<file path="config.mk">
export PLATFORM = sky130hd
export DESIGN_NAME = gbs_cell
export DESIGN_NICKNAME = d
export VERILOG_FILES = /design/src/gbs_pkg.sv /design/src/gbs_cell.sv
export SDC_FILE = /design/constraint.sdc
export NUM_CORES = 2
export LEC_CHECK = 0
export BUFFER_PORTS_ARGS = -buffer_cell sky130_fd_sc_hd__buf_4
export CAP_MARGIN = 20
export CORE_ASPECT_RATIO = 0.9
export CORE_MARGIN = 5
export CORE_UTILIZATION = 50
export DETAILED_ROUTE_END_ITERATION = 10
export PLACE_DENSITY_LB_ADDON = 0.05
export SLEW_MARGIN = 30
export SYNTH_ARGS = -nofsm -noshare
export SYNTH_HDL_FRONTEND = slang
export SYNTH_SLANG_ARGS = --single-unit
</file>
<file path="constraint.sdc">
create_clock -name clock -period 15.5 [get_ports clock]
set_clock_uncertainty 0.1 [all_clocks]
set_input_delay 3.1 -clock clock [delete_from_list [all_inputs] [get_ports clock]]
set_output_delay 3.1 -clock clock [all_outputs]
set_load 0.02 [all_outputs]
</file>
<file path="src/gbs_pkg.sv">
`timescale 1ns / 1ps
package gbs_pkg;

   localparam int FIELD_W = 16;
   localparam int THR_W   = 9;
   localparam int CSR_W   = 16;
   localparam int CSR_IDX_W = 2;

   localparam logic [1:0] VERDICT_KEPT     = 2'd0;
   localparam logic [1:0] VERDICT_SUPPRESS = 2'd1;
   localparam logic [1:0] VERDICT_OVER_IN  = 2'd2;
   localparam logic [1:0] VERDICT_FULL     = 2'd3;

   localparam logic [CSR_IDX_W-1:0] CSR_IOU_THRESHOLD = 2'd0;
   localparam logic [CSR_IDX_W-1:0] CSR_MAX_INPUTS    = 2'd1;
   localparam logic [CSR_IDX_W-1:0] CSR_MAX_KEEP      = 2'd2;

   localparam logic [THR_W-1:0]   THR_RESET       = 9'd179;
   localparam logic [FIELD_W-1:0] MAX_IN_RESET    = 16'd6000;
   localparam logic [THR_W-1:0]   MAX_KEEP_RESET  = 9'd256;

endpackage

</file>
<file path="src/gbs_cell.sv">
`timescale 1ns / 1ps
module gbs_cell #(
   parameter int COORD_BITS = 16,
   parameter int CNTW = 9,
   parameter int IDX = 0
) (
   input  logic                          clock,
   input  logic [gbs_pkg::THR_W-1:0]     thr,
   input  logic [CNTW-1:0]               count,
   input  logic                          wr_en,
   input  logic [4*COORD_BITS-1:0]       wr_box,
   input  logic signed [2*COORD_BITS+1:0] wr_area,
   input  logic [4*COORD_BITS-1:0]       q_in,
   input  logic signed [2*COORD_BITS+1:0] a_in,
   input  logic                          h_in,
   output logic [4*COORD_BITS-1:0]       q_out,
   output logic signed [2*COORD_BITS+1:0] a_out,
   output logic                          h_out
);
   localparam int C  = COORD_BITS;
   localparam int AW = 2*C + 2;
   localparam int UW = 2*C + 14;

   logic [4*C-1:0]        box_ff;
   logic signed [AW-1:0]  area_ff;

   logic [4*C-1:0]        q1_ff, q2_ff;
   logic signed [AW-1:0]  a1_ff, a2_ff;
   logic                  h1_ff, h2_ff, v1_ff;
   logic signed [AW-1:0]  inter_ff, inter_in;
   logic signed [AW:0]    sum_ff, sum_in;

   logic [C-1:0] ax1, ay1, ax2, ay2, bx1, by1, bx2, by2;
   logic signed [C:0] ix, iy;
   logic disj, sup;
   logic signed [AW+1:0] un;
   logic signed [UW-1:0] lhs, rhs, thr_s;

   always_comb begin
      {ax1, ay1, ax2, ay2} = q_in;
      {bx1, by1, bx2, by2} = box_ff;
      disj = (ax1 > bx2) || (ax2 < bx1) || (ay1 > by2) || (ay2 < by1);
      ix = $signed({1'b0, (ax2 < bx2) ? ax2 : bx2}) - $signed({1'b0, (ax1 > bx1) ? ax1 : bx1});
      iy = $signed({1'b0, (ay2 < by2) ? ay2 : by2}) - $signed({1'b0, (ay1 > by1) ? ay1 : by1});
      inter_in = disj ? '0 : AW'(ix * iy);
      sum_in = (AW+1)'(a_in) + (AW+1)'(area_ff);
   end

   always_comb begin
      un    = (AW+2)'(sum_ff) - (AW+2)'(inter_ff);
      lhs   = UW'(inter_ff) <<< 8;
      thr_s = UW'($signed({1'b0, thr}));
      rhs   = thr_s * UW'(un);
      sup   = v1_ff && (un != '0) && (lhs > rhs);
   end

   always_ff @(posedge clock) begin
      if (wr_en && count == CNTW'(IDX)) begin
         box_ff  <= wr_box;
         area_ff <= wr_area;
      end
      q1_ff    <= q_in;
      a1_ff    <= a_in;
      h1_ff    <= h_in;
      v1_ff    <= (CNTW'(IDX) < count);
      inter_ff <= inter_in;
      sum_ff   <= sum_in;
      q2_ff    <= q1_ff;
      a2_ff    <= a1_ff;
      h2_ff    <= h1_ff | sup;
   end

   assign q_out = q2_ff;
   assign a_out = a2_ff;
   assign h_out = h2_ff;
endmodule

</file>
Word-level counts from Yosys, hierarchy flattened
Cells that the tools add are included.
{ "totals": {"latch_bits": 0, "out_inout_bits": 99, "input_bits": 217, "memories": 0, "mem_bits_rw": 0, "wordCells": 40, "regBits": 366, "romBits": 0} }
{ "classes": {"n_shift": 0, "n_eq_ne": 0, "reduce_logical": 8, "n_bitwise": 1, "order_cmp": 10, "addsub": 4, "div": 0, "mul": 2, "muxes": 4} }
{ "op_table": {"columns": ["cell", "n"], "rows": [
  ["> comparator 16 bit", 4],
  ["less-than comparator 16 bit", 4],
  ["two-way mux 16 bit", 4],
  ["> comparator 42 x 46 -> 1 bit", 1],
  ["multiplier 10 x 36 -> 46 bit", 1],
  ["nonzero test 36 bit", 1],
  ["subtractor 35 x 34 -> 36 bit", 1],
  ["adder 34 x 34 -> 35 bit", 1],
  ["multiplier 17 x 17 -> 34 bit", 1],
  ["subtractor 16 x 16 -> 17 bit", 2],
  ["logical NOT 9 bit", 1],
  ["less-than comparator 1 x 9 -> 1 bit, first input constant", 1],
  ["logical AND 1 bit", 3],
  ["logical OR 1 bit", 3],
  ["bitwise OR 1 bit", 1]
]} }

Longest topological paths before layout
{ "depth": {"word_depth": 5, "ltp_mapped": 48, "mapped_depth_nobuf": 47} }

Least setup slack after synthesis
Ideal clock, no wire load.
{ "synth_timing": {"path_type": "in2reg", "startpoint": "in q_in[49]", "endpoint": "reg inter_ff[33]", "n_path_buf": 1, "path_stages": 42, "setup_time_ns": 0.115, "setup_slack_ns": 1.933, "arrival_ns": 13.352, "required_ns": 15.285, "cell_sequence": "ha_1 > nor2b_1 > o21a_1 > o21a_1 > o21a_1 > o21a_1 > o21a_1 > o21ai_0 > a21oi_1 > o31ai_2 > mux2_2 > ha_1 > inv_1 > fa_1 > a21o_1 > a21oi_1 > o21bai_1 > a21oi_1 > [6 not listed] > nand2_1 > fa_1 > inv_1 > fa_1 > fa_1 > fa_1 > fa_1 > fa_1 > ha_1 > nand2_1 > nor4_1 > o211a_1 > o31a_1 > o311ai_0 > nand2b_1 > a31oi_1 > xnor2_1 > and2_1"} }
{ "synth_via": {"elab_chain_len": 4, "word_cells_on_any_way": 8, "cone_classes": "add/sub (1); mul (1); order compare (2); mux (1); reduce/logical (3)"} }
{ "synth_rtl": {"columns": ["item", "line_no", "text"], "rows": [
  ["from (decl)", "gbs_cell.sv:13", "input logic [4*COORD_BITS-1:0] q_in,"],
  ["> comparator 16 bit (on tied branches)", "gbs_cell.sv:43, gbs_cell.sv:42", null],
  ["two-way mux 16 bit / logical OR 1 bit (equally long branches)", "gbs_cell.sv:43, gbs_cell.sv:42", null],
  ["subtractor 16 x 16 -> 17 bit / logical OR 1 bit (equally long branches)", "gbs_cell.sv:43, gbs_cell.sv:42", null],
  ["multiplier 17 x 17 -> 34 bit / logical OR 1 bit (equally long branches)", "gbs_cell.sv:45, gbs_cell.sv:42", null],
  ["to (signal assigned)", "gbs_cell.sv:66", "inter_ff <= inter_in;"],
  ["to (decl)", "gbs_cell.sv:30", "logic signed [AW-1:0] inter_ff, inter_in;"]
]} }
Several ways; a longest one is shown, not always the timed one.
A chain may end at the register's enable or synchronous reset.

Worst setup path in the final report
Same ends and word-level chain as after synthesis.

==> summary.md <==
| Metric | Value |
|---|---|
| Post-CTS Setup Bufs | `0` |
| Crit path kind | `primary input to flip-flop` |
| Max-slew violation count | `0` |
| Overall routed net length | `~110,000 um` |
| Average size of a mapped cell | `about 9.5 um^2` |
| Number of gates resized after cts | `0` |
| Worst reg2reg path depth | `43` |
| Number of placement rows | `roughly 100` |
| Die area | `about 0.087 mm^2` |
| Cell Area, Synth | `0.0408 mm^2` |
| Area of the core | `between 0.08 and 0.09 mm^2` |
| Vias in the first global route | `between 30k and 40k` |
| Clock Tree Buf Depth | `3` |
| Starting Density | `around half` |
| Cts-stage hold buffer count | `0` |
| Post-synth ARST share | `0%` |
| Commonest cells after routing, fill and taps aside | `745 x inv_1, 563 x fa_1, 444 x ha_1, 402 x nand2_1, 374 x buf_4` |
| Critical Path Start | `q_in[49]` |
| Clk_lat worst skew | `570 ps` |
| Layout area overhead | `12.9%` |
| Crit path largest cell delay | `a little under 900 ps` |
| RSZ-0062 raised after global routing | `false` |
| RD Place Congestion | `0.894` |
| Clock transition at path regs | `about 60 ps` |
| Outcome | `finished clean` |
| Drt wl/cell | `between 15 and 20 um` |
| Ys Warns | `0` |
| Crit path to | `inter_ff[33]` |
| Die Y-Extent | `about 280 um` |
| Hold Crit Class | `flip-flop to flip-flop` |
| Main area contributors after synthesis | `fa_1 28%, ha_1 14%, dfxtp_1 13%` |
| CP startpoint kind | `primary input` |
| Worst path required time | `15,860 ps` |
| R2R Setup Slk | `roughly 3400 ps` |
| Measured slew at the worst slew-check pin | `a little over 1000 ps` |
| Via density | `about 5.4` |
| Post-synthesis sequential area ratio | `between 20 and 25%` |
| CTS buffer count | `between 40 and 50` |
| Crit share post-route | `approximately 90%` |
| Antenna-violating nets left | `0` |
| Htree depth | `2` |
| CTS tree | `yes` |
| Crit end category | `flip-flop` |
| First-pass GRT wire length | `174,000 um` |
| Fin Setup TNS | `0 ps` |
| Seq cells post-synth | `366` |
| 1st-iter DRT viols | `slightly below 2k` |
| TritonRoute pass-1 iters | `8` |
| Share of cells above drive strength 1 | `between 10% and 20%` |
| Post-layout util | `between 50% and 60%` |
| Root buffer cell | `clkbuf_16` |
| FF-to-FF Start | `box_ff[49]` |
| Cell Count, Final, Fillers Out | `5,714` |
| Number of synthesized flops with an enable pin | `between 90 and 100` |
| Critical-path maximum fanout | `17` |
| I/O pin cnt | `between 300 and 400` |
| Count of final setup violators | `0` |
| Die W | `between 300 and 400 um` |
| Endpoints failing hold | `0` |
| Yosys top cell area share | `between 20 and 30%` |
| Placed Cells | `~5.6k` |
| Synth Instances | `between 4k and 5k` |
| Worst R2R End | `inter_ff[33]` |
| Final worst path period need | `14,340 ps` |
| Relative slew slack | `a little under a third` |
| DR vias | `30.9k` |
| F_max | `69.7 MHz` |
| GRT Total Usage | `about a quarter` |
| Cell variety after synth | `92` |
| DRC violations left | `0` |
| CP arrival | `between 10,000 and 15,000 ps` |
| Net Count, Synth | `5,529` |
| Clock sinks | `366` |
| Post-synth top area cell | `fa_1` |
| Top_reg_cell synth | `dfxtp_1` |
| HPWL after DPL | `between 80,000 and 90,000 um` |
| Slowest cell on crit path | `fa_1` |
| GRT Residual Overflow | `0` |
| Max Cap Viol | `0` |
| Antenna violations before repair | `2` |
| Largest net degree at the start of global routing | `slightly below 60` |
| Final nets | `5,844` |
| Fillers | `between 7k and 8k` |
| Commonest non-fill, non-tap cell in the layout | `inv_1` |
| Port Buffer Count | `315` |
-- synthesized netlist by cell type (11+ instances only) --
library cell	n
a211oi_1	19
a21o_1	100
a21oi_1	169
a22oi_1	30
a31oi_1	11
and2_1	226
and3_1	52
clkbuf_1	89
dfxtp_1	268
edfxtp_1	98
fa_1	563
ha_1	444
inv_1	745
mux2i_1	31
nand2_1	402
nand2b_1	37
nand3_1	111
nand4_1	36
nor2_1	173
nor2b_1	52
nor3_1	40
nor3b_1	21
o211ai_1	27
o21a_1	43
o21ai_0	108
o21bai_1	31
or2_2	11
or3_1	15
xnor2_1	118
xor2_1	43
-- per-stage QoR --
stage / worst slack, ps / instance area (um^2) / hold WS (ps)
floorplan: 1930 / 40800 / 210
global placement: 943 / 44500 / 210
detailed placement: 724 / 44600 / 212
CTS: 1290 / 46000 / 221
global route: 313 / 46000 / 229
finish: 1160 / 46000 / 222
-- worst min path at each step --
stage | start | end | depth (start not counted) | slack (ps)
floorplan | a1_ff[0] | a_out[0] | 0 | 210
global placement | q1_ff[57] | q_out[57] | 0 | 210
detailed placement | a1_ff[10] | a_out[10] | 0 | 210
CTS | a1_ff[27] | a_out[27] | 0 | 220
global route | q1_ff[27] | q_out[27] | 0 | 230
finish | a1_ff[27] | a_out[27] | 0 | 220
-- layer usage --
| metal | vias up | routed length (um) | global-route usage (%) |
|---|---|---|---|
| met5 | - | 0 | 0 |
| li1 | 14700 | - | - |
| met3 | 103 | 6690 | 4.11 |
| met2 | 790 | 46400 | 38.4 |
| met1 | 15300 | 51400 | 37.2 |
| met4 | 0 | 1620 | 4.16 |
-- cell families after synthesis --
| group | Yosys count | share of synthesized area (%) |
|---|---|---|
| simple gates | 1226 | 15.1 |
| fa+ha+maj | 1007 | 41.3 |
| buf+inv | 847 | 7.91 |
| compound gates | 663 | 11.0 |
| flops | 366 | 20.4 |
| xor+xnor | 162 | 3.50 |
| mux | 34 | 0.844 |
-- critical path: cells and delay by family --
kind	cells	cell delay, ps
adders and majority gates	10	4860
AOI/OAI and AO/OA	21	4670
and+or+nand+nor	6	1140
buffers and inverters	4	550
muxes	1	240
xor gates and xnor gates	1	130
-- sequential cells by signal, summed over array words and instances, names as in the netlist, 34 cells and up --
name and count:
a1_ff 34, a_out 34, area_ff 34, box_ff 64, inter_ff 34, q1_ff 64
q_out 64, sum_ff 35
-- cell type report --
class                           instances  area, um^2  area share (%)
Tap cell                             1060        1330            2.88
Clock inverter                         21         190           0.413
Timing Repair Buffer                  374        2810            6.10
Multi-Input combinational cell       3092       29400            63.9
Sequential cell                       366        8310            18.1
Inverter                              745        2800            6.08
Antenna cell                            2        5.00          0.0109
Clock buffer                           54        1160            2.52
Power is left out: the tool's default activity adds up to more than one toggle a clock period on the data nets, which glitch-free logic cannot reach.
